`src/hw/rtl/r16ae_pkg.sv`:
```
// shared types and constants of the 16-bit alu execute stage
// instruction field layout, opcode and function codes, result record
// no dependencies
`default_nettype none

package r16ae_pkg;

  localparam int unsigned WORD_W   = 16;
  localparam int unsigned NUM_REGS = 8;
  localparam int unsigned REG_AW   = $clog2(NUM_REGS);
  localparam int unsigned OPC_W    = 4;
  localparam int unsigned FN_W     = 3;
  localparam int unsigned IMM6_W   = 6;
  localparam int unsigned BYTE_W   = 8;
  localparam int unsigned SHAMT_W  = 5;

  typedef logic [WORD_W-1:0] word_t;
  typedef logic [REG_AW-1:0] reg_idx_t;
  typedef logic [OPC_W-1:0]  opcode_t;
  typedef logic [FN_W-1:0]   func_t;

  // opcodes handled here
  localparam opcode_t OPC_AL   = 4'b0000;
  localparam opcode_t OPC_CMP  = 4'b0001;
  localparam opcode_t OPC_ADDI = 4'b0010;
  localparam opcode_t OPC_MOVI = 4'b1001;

  // arithmetic-logic functions
  localparam func_t FN_AND = 3'b000;
  localparam func_t FN_OR  = 3'b001;
  localparam func_t FN_XOR = 3'b010;
  localparam func_t FN_NOT = 3'b011;
  localparam func_t FN_ADD = 3'b100;
  localparam func_t FN_SUB = 3'b101;
  localparam func_t FN_SHA = 3'b110;
  localparam func_t FN_SHL = 3'b111;

  // compare functions
  localparam func_t FN_LT  = 3'b000;
  localparam func_t FN_LE  = 3'b001;
  localparam func_t FN_EQ  = 3'b011;
  localparam func_t FN_LTU = 3'b100;
  localparam func_t FN_LEU = 3'b101;

  // field positions in the instruction word
  localparam int unsigned OPC_LSB = 12;
  localparam int unsigned RA_LSB  = 9;
  localparam int unsigned RB_LSB  = 6;
  localparam int unsigned RD_LSB  = 3;
  localparam int unsigned HI_SEL_BIT = 8;

  typedef struct packed {
    logic               write_done;
    reg_idx_t           dest_index;
    logic signed [WORD_W-1:0] written_value;
    logic               ignored;
  } exec_res_t;

endpackage

`default_nettype wire

```
`src/hw/rtl/r16ae_if.sv`:
```
// valid/ready channel interfaces: instruction words in, write-back reports out
// depends on r16ae_pkg
`default_nettype none

interface r16ae_in_if;
  import r16ae_pkg::*;
  logic  valid;
  logic  ready;
  word_t instruction_word;

  modport source (output valid, output instruction_word, input ready);
  modport sink   (input valid, input instruction_word, output ready);
endinterface

interface r16ae_out_if;
  import r16ae_pkg::*;
  logic                     valid;
  logic                     ready;
  logic                     write_done;
  reg_idx_t                 dest_index;
  logic signed [WORD_W-1:0] written_value;
  logic                     ignored;

  modport source (output valid, output write_done, output dest_index,
                  output written_value, output ignored, input ready);
  modport sink   (input valid, input write_done, input dest_index,
                  input written_value, input ignored, output ready);
endinterface

`default_nettype wire

```
`src/hw/rtl/risc16_alu_execute_stage.sv`:
```
// Execute stage of a 16-bit processor: decode, register-file read,
// ALU or compare operation, and write-back of one instruction word.
// Depends on r16ae_pkg, r16ae_if, r16ae_regfile, r16ae_alu.
//
// Usage:
//   in_if  (sink):   one instruction_word per transfer (valid/ready).
//   out_if (source): one write-back report per instruction: write_done,
//                    dest_index, written_value, ignored.
//   out_if.valid rises when the word leaves the input stage: the transfer
//   edge captures the word and reads both operands from the register file;
//   once the result register is free the word executes and writes back into
//   the register file and the result register together. Throughput is one
//   instruction per cycle while out_if.ready is high; each word sees every write of the words before it.
//   Reset (rst_n low, synchronous) empties both stages and makes all
//   eight registers read as zero.
//   When the receiver holds out_if.ready low, the result register keeps its
//   report and the input stage keeps one more word; in_if.ready then drops
//   until the result transfer happens. The register file is written only when
//   an instruction moves into the result register.
`default_nettype none

module risc16_alu_execute_stage (
  input  logic          clk,
  input  logic          rst_n,
  r16ae_in_if.sink      in_if,
  r16ae_out_if.source   out_if
);
  import r16ae_pkg::*;

  logic      ival_r;
  word_t     instr_r;
  logic      oval_r;
  exec_res_t ores_r;
  logic      accept;
  logic      adv;
  word_t     a_data;
  word_t     b_data;
  exec_res_t res;

  assign adv          = ival_r && (!oval_r || out_if.ready);
  assign in_if.ready  = !ival_r || adv;
  assign accept       = in_if.valid && in_if.ready;

  always_ff @(posedge clk) begin
    if (!rst_n) begin
      ival_r <= 1'b0;
    end else if (accept) begin
      ival_r <= 1'b1;
    end else if (adv) begin
      ival_r <= 1'b0;
    end
  end

  always_ff @(posedge clk) begin
    if (accept) begin
      instr_r <= in_if.instruction_word;
    end
  end

  r16ae_regfile u_regfile (
    .clk     (clk),
    .rst_n   (rst_n),
    .rd_en   (accept),
    .ra_addr (in_if.instruction_word[RA_LSB +: REG_AW]),
    .rb_addr (in_if.instruction_word[RB_LSB +: REG_AW]),
    .wr_en   (adv && res.write_done),
    .wr_addr (res.dest_index),
    .wr_data (word_t'(res.written_value)),
    .a_data  (a_data),
    .b_data  (b_data)
  );

  r16ae_alu u_alu (
    .instr (instr_r),
    .a     (a_data),
    .b     (b_data),
    .res   (res)
  );

  always_ff @(posedge clk) begin
    if (!rst_n) begin
      oval_r <= 1'b0;
    end else if (adv) begin
      oval_r <= 1'b1;
    end else if (out_if.ready) begin
      oval_r <= 1'b0;
    end
  end

  always_ff @(posedge clk) begin
    if (adv) begin
      ores_r <= res;
    end
  end

  assign out_if.valid         = oval_r;
  assign out_if.write_done    = ores_r.write_done;
  assign out_if.dest_index    = ores_r.dest_index;
  assign out_if.written_value = ores_r.written_value;
  assign out_if.ignored       = ores_r.ignored;

endmodule

`default_nettype wire

```
`src/hw/rtl/r16ae_regfile.sv`:
```
// eight-entry register file, one write port, two registered read ports
// valid bits give the all-zero reset; same-cycle write is forwarded to reads
// depends on r16ae_pkg
`default_nettype none

module r16ae_regfile (
  input  logic              clk,
  input  logic              rst_n,
  input  logic              rd_en,
  input  r16ae_pkg::reg_idx_t ra_addr,
  input  r16ae_pkg::reg_idx_t rb_addr,
  input  logic              wr_en,
  input  r16ae_pkg::reg_idx_t wr_addr,
  input  r16ae_pkg::word_t  wr_data,
  output r16ae_pkg::word_t  a_data,
  output r16ae_pkg::word_t  b_data
);
  import r16ae_pkg::*;

  word_t               mem [NUM_REGS];
  logic [NUM_REGS-1:0] vld_r;
  word_t               a_data_r;
  word_t               b_data_r;

  always_ff @(posedge clk) begin
    if (wr_en) begin
      mem[wr_addr] <= wr_data;
    end
  end

  always_ff @(posedge clk) begin
    if (!rst_n) begin
      vld_r <= '0;
    end else if (wr_en) begin
      vld_r[wr_addr] <= 1'b1;
    end
  end

  // write-first: a register written in the read cycle returns the new value
  always_ff @(posedge clk) begin
    if (rd_en) begin
      if (wr_en && (wr_addr == ra_addr)) begin
        a_data_r <= wr_data;
      end else begin
        a_data_r <= vld_r[ra_addr] ? mem[ra_addr] : '0;
      end
      if (wr_en && (wr_addr == rb_addr)) begin
        b_data_r <= wr_data;
      end else begin
        b_data_r <= vld_r[rb_addr] ? mem[rb_addr] : '0;
      end
    end
  end

  assign a_data = a_data_r;
  assign b_data = b_data_r;

endmodule

`default_nettype wire

```
`src/hw/rtl/r16ae_alu.sv`:
```
// decode and execute of one instruction word against its two operands
// produces the write-back record; depends on r16ae_pkg
`default_nettype none

module r16ae_alu (
  input  r16ae_pkg::word_t     instr,
  input  r16ae_pkg::word_t     a,
  input  r16ae_pkg::word_t     b,
  output r16ae_pkg::exec_res_t res
);
  import r16ae_pkg::*;

  opcode_t              opc;
  func_t                fn;
  reg_idx_t             ra;
  reg_idx_t             rb;
  reg_idx_t             rd;
  logic [SHAMT_W-1:0]   amt;
  logic [SHAMT_W-1:0]   rmag;
  logic                 sha_fill;
  word_t                shl_left;
  word_t                sha_right;
  word_t                shl_right;
  word_t                sha_val;
  word_t                shl_val;
  word_t                imm_ext;
  word_t                byte_ext;
  logic [BYTE_W-1:0]    n8;
  logic                 wr;
  reg_idx_t             dst;
  word_t                val;

  assign opc = instr[OPC_LSB +: OPC_W];
  assign ra  = instr[RA_LSB +: REG_AW];
  assign rb  = instr[RB_LSB +: REG_AW];
  assign rd  = instr[RD_LSB +: REG_AW];
  assign fn  = instr[FN_W-1:0];
  assign n8  = instr[BYTE_W-1:0];

  assign imm_ext  = {{(WORD_W-IMM6_W){instr[IMM6_W-1]}}, instr[IMM6_W-1:0]};
  assign byte_ext = {{(WORD_W-BYTE_W){n8[BYTE_W-1]}}, n8};

  // shift amount is signed: non-negative shifts left, negative shifts right
  assign amt      = b[SHAMT_W-1:0];
  assign rmag     = SHAMT_W'(~amt + 1'b1);
  assign sha_fill = a[WORD_W-1];
  assign shl_left = a << amt[SHAMT_W-2:0];
  // one extra fill bit keeps a right shift by the full width well defined
  assign sha_right = WORD_W'($signed({sha_fill, a}) >>> rmag);
  assign shl_right = WORD_W'($signed({1'b0, a}) >>> rmag);
  assign sha_val  = amt[SHAMT_W-1] ? sha_right : shl_left;
  assign shl_val  = amt[SHAMT_W-1] ? shl_right : shl_left;

  always_comb begin
    wr  = 1'b1;
    dst = rd;
    val = '0;
    unique case (opc)
      OPC_AL: begin
        case (fn)
          FN_AND:  val = a & b;
          FN_OR:   val = a | b;
          FN_XOR:  val = a ^ b;
          FN_NOT:  val = ~a;
          FN_ADD:  val = a + b;
          FN_SUB:  val = a - b;
          FN_SHA:  val = sha_val;
          default: val = shl_val;
        endcase
      end
      OPC_CMP: begin
        case (fn)
          FN_LT:   val = WORD_W'($signed(a) < $signed(b));
          FN_LE:   val = WORD_W'($signed(a) <= $signed(b));
          FN_EQ:   val = WORD_W'(a == b);
          FN_LTU:  val = WORD_W'(a < b);
          FN_LEU:  val = WORD_W'(a <= b);
          default: wr = 1'b0;
        endcase
      end
      OPC_ADDI: begin
        dst = rb;
        val = a + imm_ext;
      end
      OPC_MOVI: begin
        dst = ra;
        // high-byte move keeps the low byte of the destination
        val = instr[HI_SEL_BIT] ? {n8, a[BYTE_W-1:0]} : byte_ext;
      end
      default: wr = 1'b0;
    endcase
  end

  assign res.write_done    = wr;
  assign res.dest_index    = wr ? dst : '0;
  assign res.written_value = wr ? $signed(val) : '0;
  assign res.ignored       = ~wr;

endmodule

`default_nettype wire

```
`src/flat_wrapper.sv`:
```
// flat-port wrapper written by rule: the top's interface ports become plain ports
module risc16_alu_execute_stage_flat import r16ae_pkg::*;
  (clk, rst_n, in_if_valid, in_if_instruction_word, in_if_ready, out_if_valid, out_if_write_done, out_if_dest_index, out_if_written_value, out_if_ignored, out_if_ready);
  r16ae_in_if in_if_i ();
  r16ae_out_if out_if_i ();
  input  logic clk;
  input  logic rst_n;
  input wire logic [$bits(in_if_i.valid)-1:0] in_if_valid;
  input wire logic [$bits(in_if_i.instruction_word)-1:0] in_if_instruction_word;
  output wire logic [$bits(in_if_i.ready)-1:0] in_if_ready;
  output wire logic [$bits(out_if_i.valid)-1:0] out_if_valid;
  output wire logic [$bits(out_if_i.write_done)-1:0] out_if_write_done;
  output wire logic [$bits(out_if_i.dest_index)-1:0] out_if_dest_index;
  output wire logic [$bits(out_if_i.written_value)-1:0] out_if_written_value;
  output wire logic [$bits(out_if_i.ignored)-1:0] out_if_ignored;
  input wire logic [$bits(out_if_i.ready)-1:0] out_if_ready;
  assign in_if_i.valid = in_if_valid;
  assign in_if_i.instruction_word = in_if_instruction_word;
  assign in_if_ready = in_if_i.ready;
  assign out_if_valid = out_if_i.valid;
  assign out_if_write_done = out_if_i.write_done;
  assign out_if_dest_index = out_if_i.dest_index;
  assign out_if_written_value = out_if_i.written_value;
  assign out_if_ignored = out_if_i.ignored;
  assign out_if_i.ready = out_if_ready;
  risc16_alu_execute_stage u_core (.clk(clk), .rst_n(rst_n), .in_if(in_if_i), .out_if(out_if_i));
endmodule
```
`config.mk`:
```
export PLATFORM = sky130hd
export DESIGN_NAME = risc16_alu_execute_stage_flat
export DESIGN_NICKNAME = d
export VERILOG_FILES = /design/src/hw/rtl/r16ae_pkg.sv /design/src/hw/rtl/r16ae_if.sv /design/src/hw/rtl/risc16_alu_execute_stage.sv /design/src/hw/rtl/r16ae_regfile.sv /design/src/hw/rtl/r16ae_alu.sv /design/src/flat_wrapper.sv
export SDC_FILE = /design/constraint.sdc
export NUM_CORES = 1
export LEC_CHECK = 0
export BUFFER_PORTS_ARGS = -buffer_cell sky130_fd_sc_hd__buf_2
export CORE_MARGIN = 2
export CORE_UTILIZATION = 29
export CTS_CLUSTER_DIAMETER = 50
export DETAILED_ROUTE_END_ITERATION = 7
export HOLD_SLACK_MARGIN = 0.05
export PLACE_DENSITY = 0.51
export SKIP_CTS_REPAIR_TIMING = 1
export SYNTH_ARGS = -nofsm -noshare
export SYNTH_HDL_FRONTEND = slang
export SYNTH_HIERARCHICAL = 1
export SYNTH_SLANG_ARGS = --single-unit
```
`constraint.sdc`:
```
create_clock -name clk -period 4.7 [get_ports clk]
set_input_delay 0.705 -clock clk [delete_from_list [all_inputs] [get_ports clk]]
set_output_delay 0.705 -clock clk [all_outputs]
set_load 0.03 [all_outputs]
```
Word level (Yosys, flattened, before mapping)

Memories as Yosys holds them, arrays and structs flattened.
Index checks and enable logic that the tools add are counted.

Order comparisons: 8
Eq/ne operators: 12
Bitwise logic cells: 7
$add $sub $neg: 4
Shift operators: 3
Multiplexer cells: 27
Reduce and logical (&&, ||, !) cells: 16

Operators with widths:

| kind                                                | number |
|---|---|
| two-way mux 16 bit                                  | 7 |
| one-hot mux 16 bit (7 select lines)                 | 1 |
| one-hot mux 16 bit (4 select lines)                 | 1 |
| adder 16 bit                                        | 2 |
| <= comparator 16 bit                                | 2 |
| < comparator 16 bit                                 | 2 |
| >>> shifter 17 x 5 -> 16 bit                        | 1 |
| bitwise AND 16 bit                                  | 1 |
| == test 16 bit                                      | 1 |
| inverter 16 bit                                     | 1 |
| bitwise OR 16 bit                                   | 1 |
| << shifter 16 x 4 -> 16 bit                         | 1 |
| >>> shifter 16 x 5 -> 16 bit                        | 1 |
| subtractor 16 bit                                   | 1 |
| bitwise XOR 16 bit                                  | 1 |
| two-way mux 15 bit                                  | 1 |
| < comparator 3 x 4 -> 1 bit (second input constant) | 3 |
| two-way mux 1 bit                                   | 10 |
| == test 3 bit (second input constant)               | 3 |
| bitwise OR 8 bit                                    | 1 |
| binary-select mux 1 bit (select 3 bit)              | 2 |
| == test 3 x 2 -> 1 bit (second input constant)      | 2 |
| == test 3 bit                                       | 2 |
| logical AND 1 bit                                   | 6 |
| 20 further kinds                                    | 23 |

Bits of input ports: 20
Bits in writable memories: 128
Memories: 1
Register bits after elaboration: 79
Logic and storage cells: 88
Output and inout port bits: 23

Memory list:

| memory               | words | width | read ports | clocked after memory_dff | wr ports | line                | text |
|---|---|---|---|---|---|---|---|
| u_core.u_regfile.mem | 8     | 16    | 2          | 0                        | 1        | r16ae_regfile.sv:20 | `word_t mem [NUM_REGS];` |

Longest topological paths before layout

Word-level depth: 10
Mapped depth: 17
Depth with buffers taken out: 14

Modules after synthesis

The synthesis kept the hierarchy.

By module, submodules not included:

| module                   | times used | cells an instance | seq. area each (um^2) | area an instance (um^2) |
|---|---|---|---|---|
| r16ae_regfile            | 1          | 402               | 4964.8                | 7619.8 |
| r16ae_alu                | 1          | 843               | 0.0                   | 5871.9 |
| risc16_alu_execute_stage | 1          | 48                | 1151.1                | 1224.9 |

Worst setup path after synthesis

OpenSTA, ideal clock, no wires.

Path type: reg2reg
Start point: register u_core.instr_r[1]
End point: memory u_core/u_regfile/mem[0][0] (netlist bit) (enable)
Setup time: 0.412 ns
Cell stages (with the launch flop): 10
Data required time: 4.288 ns
Clock period less this slack: 3.511 ns
Data arrival time: 3.099 ns
Path buffers: 2
Setup slack: 1.189 ns
Path through: edfxtp_1 -> clkbuf_1 -> inv_1 -> clkbuf_1 -> o211ai_1 -> inv_1 -> nor3_1 -> a21oi_1 -> nand2b_1 -> nor3_1

RTL lines:

| element                | line                           | text |
|---|---|---|
| from (decl)            | risc16_alu_execute_stage.sv:31 | `word_t instr_r;` |
| from (signal assigned) | risc16_alu_execute_stage.sv:56 | `instr_r <= in_if.instruction_word;` |
| to (decl)              | r16ae_regfile.sv:20            |  |

==> results.ini <==
[setup_path]
slowest_delay_ns = 0.64
crit_fanout = 12
cp-end-kind = flop
critPathSlowestCell = ha_1
setup.worst_path.start_class = flop
worstPathRequired_ns = 4.84
cpMostUsedCell = mux2i_1
worstPathArrival_ns = 4.52
critPathKind = reg -> reg
path_cells = inv_2 > ha_1 > buf_4 > mux2i_1 > mux2i_1 > mux2i_1 > a221oi_1 > o211ai_1 > nand3_1 > buf_4 > nand2_1 > o21ai_0

[layout]
nets = 1442
layout-drive-gt1-share_pct = 23.23
fin_area_sq_um = 16790
post-route-util_pct = 33.47
diodes = 0
multi_input_area_sq_um = 7802
fill_cells = 5026
layout.cells.non_filler = 2045
syn2layout_area_growth_pct = 14.11
register_area_sq_um = 6116

[cts]
cts_tree = done
htree_levels = 1
clkLatencyLatePin_ns = 0.56
cts_buffers = 30
clkSinkCount = 207
clock-root-buffer = clkbuf_16
cts.reportedPaths.clkPinSlew_ns = 0.06
cts_buffer_depth = 3

[power]
switching_share_pct = 30.19
switching_power_mw = 1.662
power_frac_comb_pct = 21.5
p_per_area_nw_per_um2 = 327.8
vdd_drop_max_mv = 0.2474
power_mw = 5.505
p_seq_share_pct = 38.6
leakage_nw = 6.144
pwr-share-clk_pct = 39.9
internal_power_mw = 3.843

[yosys]
yosys.area.top_type = edfxtp_1
synth_fp_nets = 1384
ys_ff_latch = 207
ys_types = 85
yosysWarnings = 6
synthArstFlopShare_pct = 0
synthTopCellsByArea = edfxtp_1 (40%), mux4_2 (13%), ha_1 (5.8%)
synth_edf_count = 197
synth_top_flop_cell = edfxtp_1
ys_seq_area_share_pct = 41.56
avgSynthCellArea_sq_um = 11.38
synth.top_cell.area_share_pct = 40.20
syn_inst = 1293
synth_area_sq_um = 14720

[sta]
min_period_ns = 4.386
worst_clock_skew_ns = 0.02669
slew_headroom_pct = 27.95
grt_setup_unrepaired = false
timing.setup.tns_ns = 0
hold_viol = 0
drv_slew = 0
clock.fmax_ghz = 0.2280
period_share_pct = 93.33
tightest_slew_ns = 1.069
fin_ws_ns = 0.3136
fin_hold_ws_ns = 0.3233
report.final.setup_viol = 0

[floorplanning]
ios = 43
die_h_um = 229.3
dieArea_sq_um = 52560
start_util_pct = 29.33
core-area_sq_um = 50170
rows = 82
die_x_um = 229.3

[placed_design]
dp.cells = 1991
portBuffers = 42
dp.final_hpwl_mm = 35.50
post-place-ws_ns = 0.4302
place.gp.congestion = 0.9497
place_area_sq_um = 15810

[detailed_routing]
drc = 0
postRouteAntennaNets = 0
first_pass_iters = 6
drtIter0Drc = 1184
vias = 11410
drt_wl_total_mm = 49.57
via_per_inst = 5.577
wl_per_cell_um = 24.24

[grt]
overflow = 0
antenna_found_initial = 0
grt_pass1_wl_mm = 73.71
grt.total_usage_pct = 18.49
grt_max_degree = 52
grt_pass1_vias = 11240

[run_status]
status = completed

[worst_hold_path]
min_path_type = in -> reg

[run]
drv_cap = 0

power groups by stage:
stage	Clock [mW]	Sequential [mW]	Combinational (mW)
after floorplan	0	2.17	0.801
after global placement	0	2.16	1.17
after detailed placement	0	2.16	1.16
after CTS	2.24	2.12	1.17
after global routing	2.32	2.13	1.27
final	2.20	2.12	1.18
worst max-delay path: cells and delay by family, from the launching register on:
kind / cells / cell delay, ns
compound gates: 3 / 0.97
fa+ha+maj: 1 / 0.64
buf+inv: 3 / 0.60
flops: 1 / 0.54
mux: 3 / 0.90
simple gates: 2 / 0.30
worst paths after layout:
kind / cells after the start / start / slack (ns) / end
worst max-delay path: 12 / u_core/u_regfile/b_data[0] / 0.31 / u_core/u_regfile/a_data[0]
worst min-delay path: 1 / in_if_instruction_word[2] / 0.32 / u_core/instr_r[2]
worst max register to register: 12 / u_core/u_regfile/b_data[0] / 0.31 / u_core/u_regfile/a_data[0]
worst min register to register: 1 / u_core/u_regfile/vld_r[0] / 0.47 / u_core/u_regfile/vld_r[0]
metal layers:
metal	vias up	share of wire [%]	GRT usage [%]
li1	5109	-	-
met1	5751	42	24.79
met2	438	47	30.55
met3	107	6.6	2.639
met4	0	3.7	6.412
met5	-	0	0
final cells by class:
class                      count  share of cell area [%]
inverter                      61                   1.363
timing repair buffer         120                   4.887
multi-input combinational    931                   46.46
tap                          672                   5.007
clock buffer                  33                   4.664
sequential                   207                   36.42
clock inverter                21                   1.200
registers in the layout, indices dropped and copies added (netlist names):
register and cells:
u_core/out_if.valid 1, u_core/out_if.written_value 16, u_core/instr_r 16, u_core/out_if.ignored 1, u_core/u_regfile/mem 128, u_core/u_regfile/vld_r 8, u_core/u_regfile/b_data 16, u_core/out_if.write_done 1
u_core/out_if.dest_index 3, u_core/u_regfile/a_data 16, u_core/ival_r 1
synthesized netlist by cell type, drive strengths merged (7+ instances only):
library cell,count
mux2i,75
a21o,13
a22oi,8
inv,60
nand2b,12
o21a,14
nand2,116
a31oi,10
xor2,10
buf,47
o221ai,12
a211oi,15
o211ai,23
dfxtp,10
nand3,18
edfxtp,197
xnor2,25
ha,68
a221oi,15
o21ai,99
nor2b,8
mux4,85
and3,7
nor2,82
clkbuf,47
a21oi,93
nor3,26
cell families (layout without fill, tap and decap cells):
family / count (synthesis) / count (layout) / synth area share [%]
AOI/OAI and AO/OA: 352 / 352 / 16.08
DFF: 207 / 207 / 41.56
buffers and inverters: 155 / 235 / 5.688
adders and majority gates: 71 / 71 / 6.189
and+or+nand+nor: 308 / 308 / 9.862
xor gates and xnor gates: 35 / 35 / 2.134
muxes: 165 / 165 / 18.49
placed cells by master (no fill, tap or decap), types with 7 or more instances in the layout:
cell type,n
dfxtp_1,10
mux2i_1,75
nand2_1,116
nor2_1,75
mux4_2,85
xor2_1,10
o21ai_0,73
ha_1,68
buf_2,42
clkbuf_16,31
o21ai_2,20
buf_4,76
edfxtp_1,197
nand2b_1,12
a22oi_1,8
a21o_1,12
o221ai_1,12
o211ai_1,23
nand3_1,18
a21oi_1,93
a221oi_1,11
a31oi_1,10
o21a_1,14
nor3_1,22
nor2b_1,8
inv_1,57
nor2_2,7
xnor2_1,24
a211oi_1,13
No activity file was read; power rests on OpenSTA's default activity.
